`config.mk`:
```
export PLATFORM = sky130hd
export DESIGN_NAME = max_frequency_stack_core
export DESIGN_NICKNAME = d
export VERILOG_FILES = /design/src/rtl/core/mfs_pkg.sv /design/src/rtl/core/mfs_ram.sv /design/src/rtl/core/mfs_ctrl.sv /design/src/rtl/core/mfs_dp.sv /design/src/rtl/core/max_frequency_stack_core.sv
export SDC_FILE = /design/constraint.sdc
export NUM_CORES = 2
export LEC_CHECK = 0
export ABC_AREA = 1
export BUFFER_PORTS_ARGS = -buffer_cell sky130_fd_sc_hd__buf_2
export CAP_MARGIN = 5
export CELL_PAD_IN_SITES_DETAIL_PLACEMENT = 1
export CELL_PAD_IN_SITES_GLOBAL_PLACEMENT = 1
export CORE_UTILIZATION = 45
export DETAILED_ROUTE_END_ITERATION = 6
export PLACE_DENSITY = 0.76
export RECOVER_POWER = 50
export SETUP_SLACK_MARGIN = 0.02
export SYNTH_ARGS = -nofsm -noshare
export SYNTH_HDL_FRONTEND = slang
export SYNTH_SLANG_ARGS = --single-unit
```
`constraint.sdc`:
```
create_clock -name clk -period 4 [get_ports clk]
set_input_delay 0.4 -clock clk [delete_from_list [all_inputs] [get_ports clk]]
set_output_delay 0.4 -clock clk [all_outputs]
set_load 0.01 [all_outputs]
```
`src/rtl/core/mfs_pkg.sv`:
```
// Shared types, codes and defaults for the maximum-frequency stack.
package mfs_pkg;

  // Default number of stack slots
  localparam int DEPTH_DEF = 64;

  // Width of a stored value
  localparam int DATA_W = 32;

  // Operation codes carried on in_tuser
  localparam logic FUNC_PUSH = 1'b0;
  localparam logic FUNC_POP  = 1'b1;

  // Result status codes carried on out_tuser
  localparam logic [1:0] ST_DONE  = 2'd0;
  localparam logic [1:0] ST_EMPTY = 2'd1;
  localparam logic [1:0] ST_FULL  = 2'd2;

  // Commands from controller to datapath
  typedef struct packed {
    logic accept;      // capture the input transaction, clear the scan state
    logic issue;       // issue a slot read at the scan pointer and advance it
    logic shift_start; // move the scan pointer to one above the chosen slot
    logic shift_mode;  // returning read data is moved down by one slot
    logic push_write;  // write the pushed value and its rank on top
    logic finish;      // load the result register and update the fill count
  } cmd_t;

  // Status from datapath to controller
  typedef struct packed {
    logic op_pop;   // the held operation is a pop
    logic err;      // pop on empty or push on full
    logic more;     // the scan pointer is still below the fill count
    logic pending;  // a slot read is in flight
    logic out_busy; // the result register holds an untaken result
  } sts_t;

endpackage

```
`src/rtl/core/mfs_ram.sv`:
```
// Generic single-write, single-read RAM with registered read data.
module mfs_ram #(
  parameter int WIDTH = 32,
  parameter int DEPTH = 64
) (
  input  logic                     clk,
  input  logic                     we,
  input  logic [$clog2(DEPTH)-1:0] waddr,
  input  logic [WIDTH-1:0]         wdata,
  input  logic [$clog2(DEPTH)-1:0] raddr,
  output logic [WIDTH-1:0]         rdata
);

  logic [WIDTH-1:0] mem_r [DEPTH];

  // Write port
  always_ff @(posedge clk) begin
    if (we) begin
      mem_r[waddr] <= wdata;
    end
  end

  // Registered read port
  always_ff @(posedge clk) begin
    rdata <= mem_r[raddr];
  end

endmodule

```
`src/rtl/core/mfs_ctrl.sv`:
```
// Controller state machine sequencing the slot scans of the stack.
module mfs_ctrl (
  input  logic          clk,
  input  logic          rst_n,
  input  logic          in_valid,
  output logic          in_ready,
  input  mfs_pkg::sts_t sts,
  output mfs_pkg::cmd_t cmd
);

  localparam logic [2:0] S_IDLE  = 3'd0;
  localparam logic [2:0] S_SCAN  = 3'd1;
  localparam logic [2:0] S_SHIFT = 3'd2;
  localparam logic [2:0] S_PUSHW = 3'd3;
  localparam logic [2:0] S_DONE  = 3'd4;

  logic [2:0] state_r;
  logic [2:0] state_nxt;

  // Decode commands and next state
  always_comb begin
    cmd       = '0;
    state_nxt = state_r;
    in_ready  = 1'b0;
    case (state_r)
      S_IDLE: begin
        in_ready = 1'b1;
        if (in_valid) begin
          cmd.accept = 1'b1;
          state_nxt  = S_SCAN;
        end
      end
      S_SCAN: begin
        if (sts.err) begin
          state_nxt = S_DONE;
        end else if (sts.more) begin
          cmd.issue = 1'b1;
        end else if (!sts.pending) begin
          if (sts.op_pop) begin
            cmd.shift_start = 1'b1;
            state_nxt       = S_SHIFT;
          end else begin
            state_nxt = S_PUSHW;
          end
        end
      end
      S_SHIFT: begin
        cmd.shift_mode = 1'b1;
        cmd.issue      = sts.more;
        if (!sts.more && !sts.pending) begin
          state_nxt = S_DONE;
        end
      end
      S_PUSHW: begin
        cmd.push_write = 1'b1;
        state_nxt      = S_DONE;
      end
      S_DONE: begin
        if (!sts.out_busy) begin
          cmd.finish = 1'b1;
          state_nxt  = S_IDLE;
        end
      end
      default: begin
        state_nxt = S_IDLE;
      end
    endcase
  end

  // State register
  always_ff @(posedge clk) begin
    if (!rst_n) begin
      state_r <= S_IDLE;
    end else begin
      state_r <= state_nxt;
    end
  end

endmodule

```
`src/rtl/core/mfs_dp.sv`:
```
// Datapath: slot memory, scan pointer, rank counting, best-slot search, result.
module mfs_dp #(
  parameter int DEPTH = mfs_pkg::DEPTH_DEF
) (
  input  logic                       clk,
  input  logic                       rst_n,
  input  logic                       in_func,
  input  logic [mfs_pkg::DATA_W-1:0] in_value,
  input  mfs_pkg::cmd_t              cmd,
  output mfs_pkg::sts_t              sts,
  output logic                       out_valid,
  input  logic                       out_ready,
  output logic [mfs_pkg::DATA_W-1:0] out_value,
  output logic [1:0]                 out_status
);

  localparam int AW = $clog2(DEPTH);
  localparam int RW = $clog2(DEPTH + 1);
  localparam int DW = mfs_pkg::DATA_W;
  localparam int MW = DW + RW;

  logic          op_r;
  logic [DW-1:0] val_r;
  logic [RW-1:0] fill_r;
  logic [RW-1:0] idx_r;
  logic          rd_vld_r;
  logic [AW-1:0] rd_idx_r;
  logic [RW-1:0] cnt_r;
  logic [RW-1:0] best_rank_r;
  logic [AW-1:0] best_idx_r;
  logic [DW-1:0] best_val_r;
  logic          out_valid_r;
  logic [DW-1:0] out_value_r;
  logic [1:0]    out_status_r;

  logic          err;
  logic          we;
  logic [AW-1:0] waddr;
  logic [MW-1:0] wdata;
  logic [MW-1:0] rdata;
  logic [DW-1:0] rd_val;
  logic [RW-1:0] rd_rank;

  assign rd_val  = rdata[DW-1:0];
  assign rd_rank = rdata[MW-1:DW];

  // Flag pop on empty and push on full
  assign err = op_r ? (fill_r == '0) : (fill_r == RW'(DEPTH));

  assign sts.op_pop   = op_r;
  assign sts.err      = err;
  assign sts.more     = (idx_r < fill_r);
  assign sts.pending  = rd_vld_r;
  assign sts.out_busy = out_valid_r && !out_ready;

  // Select the write: new top entry on push, one slot down on shift
  always_comb begin
    we    = 1'b0;
    waddr = rd_idx_r - AW'(1);
    wdata = rdata;
    if (cmd.push_write) begin
      we    = 1'b1;
      waddr = fill_r[AW-1:0];
      wdata = {cnt_r + RW'(1), val_r};
    end else if (rd_vld_r && cmd.shift_mode) begin
      we = 1'b1;
    end
  end

  mfs_ram #(
    .WIDTH (MW),
    .DEPTH (DEPTH)
  ) u_ram (
    .clk   (clk),
    .we    (we),
    .waddr (waddr),
    .wdata (wdata),
    .raddr (idx_r[AW-1:0]),
    .rdata (rdata)
  );

  // Hold the operation
  always_ff @(posedge clk) begin
    if (cmd.accept) begin
      op_r  <= in_func;
      val_r <= in_value;
    end
  end

  // Advance the scan pointer and track reads in flight
  always_ff @(posedge clk) begin
    if (!rst_n) begin
      idx_r    <= '0;
      rd_vld_r <= 1'b0;
    end else begin
      rd_vld_r <= cmd.issue;
      if (cmd.accept) begin
        idx_r <= '0;
      end else if (cmd.shift_start) begin
        idx_r <= RW'(best_idx_r) + RW'(1);
      end else if (cmd.issue) begin
        idx_r <= idx_r + RW'(1);
      end
    end
  end

  always_ff @(posedge clk) begin
    rd_idx_r <= idx_r[AW-1:0];
  end

  // Count copies and keep the topmost slot of highest rank
  always_ff @(posedge clk) begin
    if (cmd.accept) begin
      cnt_r       <= '0;
      best_rank_r <= '0;
    end else if (rd_vld_r && !cmd.shift_mode) begin
      if (rd_val == val_r) begin
        cnt_r <= cnt_r + RW'(1);
      end
      if (rd_rank >= best_rank_r) begin
        best_rank_r <= rd_rank;
        best_idx_r  <= rd_idx_r;
        best_val_r  <= rd_val;
      end
    end
  end

  // Update the fill count and the result register
  always_ff @(posedge clk) begin
    if (!rst_n) begin
      fill_r      <= '0;
      out_valid_r <= 1'b0;
    end else begin
      if (cmd.finish) begin
        out_valid_r <= 1'b1;
        if (!err) begin
          fill_r <= op_r ? fill_r - RW'(1) : fill_r + RW'(1);
        end
      end else if (out_ready) begin
        out_valid_r <= 1'b0;
      end
    end
  end

  always_ff @(posedge clk) begin
    if (cmd.finish) begin
      out_value_r <= (op_r && !err) ? best_val_r : '0;
      if (!err) begin
        out_status_r <= mfs_pkg::ST_DONE;
      end else if (op_r) begin
        out_status_r <= mfs_pkg::ST_EMPTY;
      end else begin
        out_status_r <= mfs_pkg::ST_FULL;
      end
    end
  end

  assign out_valid  = out_valid_r;
  assign out_value  = out_value_r;
  assign out_status = out_status_r;

endmodule

```
`src/rtl/core/max_frequency_stack_core.sv`:
```
// Top level of the maximum-frequency stack.
//
// Input channel (in_*): one transaction per stack command. in_tuser selects
// the operation (push or pop), in_tdata carries the value to push.
// Result channel (out_*): exactly one transaction per command. out_tdata is
// the popped value (zero unless a pop succeeded), out_tuser the status:
// done, pop on empty stack, or push dropped because the stack is full.
// Commands are handled one at a time. The slots live in one RAM with a
// single read and a single write port; every command that is not refused
// scans the filled slots one per cycle, then a push writes its value on
// top and a pop moves each slot above the chosen one down by one. The next
// command is taken the cycle after the result is loaded. An error result
// is loaded without a scan.
// The result register lets the next command be taken while a result waits;
// while out_tready is low the block stalls before loading a further result.
// Reset empties the stack and clears the result valid flag; slot contents
// are left as they are and never used above the fill count.
module max_frequency_stack_core #(
  parameter int DEPTH = mfs_pkg::DEPTH_DEF
) (
  input  logic        clk,
  input  logic        rst_n,
  input  logic        in_tvalid,
  output logic        in_tready,
  input  logic [31:0] in_tdata,   // [31:0] push_value
  input  logic [0:0]  in_tuser,   // [0] func
  output logic        out_tvalid,
  input  logic        out_tready,
  output logic [31:0] out_tdata,  // [31:0] popped_value
  output logic [1:0]  out_tuser   // [1:0] status
);

  mfs_pkg::cmd_t cmd;
  mfs_pkg::sts_t sts;

  mfs_ctrl u_ctrl (
    .clk      (clk),
    .rst_n    (rst_n),
    .in_valid (in_tvalid),
    .in_ready (in_tready),
    .sts      (sts),
    .cmd      (cmd)
  );

  mfs_dp #(
    .DEPTH (DEPTH)
  ) u_dp (
    .clk        (clk),
    .rst_n      (rst_n),
    .in_func    (in_tuser[0]),
    .in_value   (in_tdata),
    .cmd        (cmd),
    .sts        (sts),
    .out_valid  (out_tvalid),
    .out_ready  (out_tready),
    .out_value  (out_tdata),
    .out_status (out_tuser)
  );

  // One command in flight: no new transaction straight after acceptance
  assert property (@(posedge clk) disable iff (!rst_n)
    in_tvalid && in_tready |=> !in_tready)
    else $error("command accepted while another is in progress");

  // Only defined status codes leave the block
  assert property (@(posedge clk) disable iff (!rst_n)
    out_tvalid |-> (out_tuser == mfs_pkg::ST_DONE || out_tuser == mfs_pkg::ST_EMPTY ||
                    out_tuser == mfs_pkg::ST_FULL))
    else $error("undefined status code");

  // Error results carry a zero value
  assert property (@(posedge clk) disable iff (!rst_n)
    out_tvalid && out_tuser != mfs_pkg::ST_DONE |-> out_tdata == '0)
    else $error("error result with non-zero value");

  // Never write the top entry and shift in the same cycle
  assert property (@(posedge clk) disable iff (!rst_n)
    !(cmd.push_write && cmd.shift_mode))
    else $error("push write during shift");

endmodule
```
==> results.py <==
metrics = {
    "timing": {
        "hold_viol_final": 0,
        "finalHoldWorstSlack_ns": 0.08719,
        "layout_worst_path_cycle_share_pct": 92.73,
        "worst-slew-pin-transition_ns": 2.358,
        "maxSlewViolCount": 926,
        "final_critical_path_setup_slack_ns": 0.2907,
        "finalClockSkew_ns": 0.05039,
        "finalWorstPathRequiredPeriod_ns": 3.709,
        "timing.fmax_mhz": 269.6,
        "report.final.setup_viol": 0,
        "timing.max_slew.rel_slack_pct": -57.20,
        "grt_setup_unrepaired": "false",
    },
    "logic_synthesis": {
        "mappedNetlistNets": 8107,
        "post-synth-top-count-cell": "sky130_fd_sc_hd__edfxtp_1",
        "synth_ff_type": "sky130_fd_sc_hd__edfxtp_1",
        "count_of_cell_types_in_the_netlist": 44,
        "synth_top_area_share_pct": 74.49,
        "ys_seq_area_share_pct": 75.98,
        "ys_ff_latch": 2679,
        "post_synth_inst_count": 8048,
        "synth.top_cells.by_area": "sky130_fd_sc_hd__edfxtp_1 (74%), sky130_fd_sc_hd__o21ai_0 (7.2%), sky130_fd_sc_hd__nor2_1 (5.9%), sky130_fd_sc_hd__o22ai_1 (4.3%), sky130_fd_sc_hd__nand2_1 (1.5%)",
        "synth-edff-count": 2601,
        "synth.avg_cell_area_sq_um": 13.03,
        "synth_top_area_cell": "sky130_fd_sc_hd__edfxtp_1",
        "yosys_warnings": 0,
        "netlist_top_cells_count": "sky130_fd_sc_hd__edfxtp_1 (2,601), sky130_fd_sc_hd__nor2_1 (1,662), sky130_fd_sc_hd__o21ai_0 (1,501)",
        "ffs_w_async_s_r_synth_pct": 0,
        "synth_area_sq_um": 104900,
    },
    "setup_path": {
        "crit_fanout": 60,
        "critical_path.cell_chain": "nor2_1, clkinv_1, nor2_4, inv_1, buf_4, nand2_1, nand2_1, clkbuf_2",
        "crit_top_cell": "sky130_fd_sc_hd__nand2_1",
        "worstSetupEndpointType": "flip-flop",
        "cp.required_ns": 4.48,
        "cp_slowest_cell": "sky130_fd_sc_hd__clkbuf_2",
        "crit_arrival_ns": 4.19,
        "critical_path.max_stage_delay_ns": 1.20,
        "timing_worst_setup_path_type": "flip-flop to flip-flop",
        "cp_top_family": "buffers and inverters",
        "setup.worst_path.start_class": "flip-flop",
        "path_buf_inv": 4,
    },
    "power_and_ir_drop": {
        "ir_drop_uv": 827.3,
        "power-per-cell-area_nw_per_um2": 796.9,
        "p_leak_nw": 39.19,
    },
    "outcome": {
        "run_status": "finished, violations left",
        "violations": "max-capacitance violations, max-slew violations",
    },
    "floorplanning": {
        "die_area_sq_um": 234900,
        "design.portCount": 73,
        "placeableCoreArea_sq_um": 230800,
        "placementRows": 176,
        "floorplan.initialDensity_pct": 45.43,
        "die_x_microns": 484.7,
        "die_height_microns": 484.7,
    },
    "finish": {
        "final_design_area_no_fill_sq_um": 119300,
        "layout_overhead_on_the_synthesized_area_pct": 13.76,
        "post_route_cells_drive_above_1_share_pct": 9.298,
        "fillers": 22890,
        "nets": 8233,
    },
    "place": {
        "place_congestion": 0.8650,
        "place_worst_setup_slack_ns": 0.7038,
        "place.detailed.hpwl_microns": 195200,
        "placed_cell_area_sq_um": 110500,
        "io_buffer_count": 72,
    },
    "global_routing": {
        "grt_pass1_vias": 75950,
        "grt_start_max_net_pins": 220,
        "grt-ovfl-total": 0,
        "grt_pass1_wl_microns": 508100,
        "track_usage_pct": 29.37,
        "grt_antenna_before_repair": 19,
    },
    "clock_tree": {
        "tritoncts": "done",
        "number_of_sinks_on_the_clock_net": 2679,
        "cts_root_buffer": "sky130_fd_sc_hd__clkbuf_16",
        "cts_buffer_depth": 4,
        "clock_insertion_delay_worst_skew_ns": 0.95,
        "numCtsBuffers": 287,
        "h-tree-depth": 5,
        "clk_transition_reported_paths_ns": 0.06,
    },
    "detailed_routing": {
        "wl_per_cell_microns": 30.84,
        "drt.antenna.violating_nets": 0,
        "finalWirelength_microns": 351900,
        "detailedRoute.firstIterationViolations": 9165,
        "route.detailed.vias_per_inst": 6.377,
        "drt_drc_violations_left": 0,
        "routed-via-count": 72780,
        "detailedRoute.firstPassIterationCount": 5,
    },
    "job": {
        "drv_cap": 23,
    },
    "min_path": {
        "holdCritPathClass": "input pin to flip-flop",
    },
}
[per-layer routing]
layer	routed length (microns)	part of all wire, %	vias up	global-route usage, %
met5	57	0.016	-	0
met4	15560	4.4	10	12.75
met2	170000	48	4367	48.86
met3	36980	11	979	6.028
met1	129400	37	37340	37.22
li1	-	-	30090	-
[area by class of cell]
class	count	area (sq um)	area share, %
Sequential cell	2679	79690	66.80
Multi-Input combinational cell	4706	22860	19.17
Clock buffer	378	7971	6.683
Tap cell	3026	3786	3.174
Timing Repair Buffer	397	3654	3.063
Clock inverter	115	878.3	0.7364
Inverter	103	425.4	0.3566
Antenna cell	8	20.02	0.01678
[path summary, 6_finish.rpt]
kind | start | to | slack (ns) | cells after the start
max | u_ctrl.state_r[2] | u_dp.u_ram.mem_r[14][21] | 0.29 | 8
max reg2reg | u_ctrl.state_r[2] | u_dp.u_ram.mem_r[14][21] | 0.29 | 8
min | in_tvalid | u_ctrl.state_r[2] | 0.09 | 3
min reg2reg | u_dp.rd_idx_r[0] | u_dp.best_idx_r[0] | 0.46 | 0
[cell families after synthesis]
group                    synth area share (%)
adder cells (fa/ha/maj)                0.2697
XOR/XNOR                               0.3341
buffers and inverters                   2.653
AND/OR/NAND/NOR                         8.276
flip-flops                              75.98
AO/OA/AOI/OAI                           12.49
[stage by stage]
step                power [mW]  util (%)  cells  setup TNS [ns]
CTS                      94.41     51.85  11400               0
global placement         66.92     47.86  10880               0
finish                   95.05     51.69  11410               0
detailed placement       68.59     47.86  10880               0
global route             97.87     51.68  11410               0
floorplan                54.85         -   8048          -35.95
[placed cells by master, fill, tap and decap left out, types with 93 or more instances in the layout]
cell,Yosys,routed
sky130_fd_sc_hd__clkbuf_16,0,301
sky130_fd_sc_hd__inv_1,92,93
sky130_fd_sc_hd__edfxtp_1,2601,2601
sky130_fd_sc_hd__o21ai_0,1501,1496
sky130_fd_sc_hd__o21ai_1,93,94
sky130_fd_sc_hd__o22ai_1,714,714
sky130_fd_sc_hd__nand3_1,111,112
sky130_fd_sc_hd__buf_4,13,175
sky130_fd_sc_hd__clkbuf_1,376,110
sky130_fd_sc_hd__nand2_1,421,417
sky130_fd_sc_hd__nor2_1,1662,1607
[flip-flops by register name, indices dropped and copies added, names as in the netlist]
name              flops
u_dp.u_ram.mem_r   2496
u_dp.u_ram.rdata     39
u_dp.best_val_r      32
u_dp.out_value       32
u_dp.val_r           32
u_dp.best_rank_r      7
u_dp.cnt_r            7
u_dp.fill_r           7
u_dp.idx_r            7
u_dp.best_idx_r       6
u_dp.rd_idx_r         6
u_ctrl.state_r        3
u_dp.out_status       2
u_dp.op_r             1
u_dp.out_valid        1
u_dp.rd_vld_r         1
[where the power goes]
part           leakage, nW  internal [mW]  total, mW  switching [mW]
combinational         10.8           7.37       31.9            24.5
clock                 4.33           14.9       25.7            10.8
sequential            24.1           36.4       37.5            1.05
[repair_timing]
action                                 4_1_cts  5_1_grt
hold buffers                                35        0
endpoints found under the hold margin       47        0
setup buffers                                0        0
resized for setup                            0        0
[worst register-to-register path, delay by kind of cell, from the launching register on]
kind	cells	cell delay [ns]
DFF	1	0.40
and+or+nand+nor	4	0.57
buffers and inverters	4	2.11
Note: power is estimated with default switching activity, not from simulation.
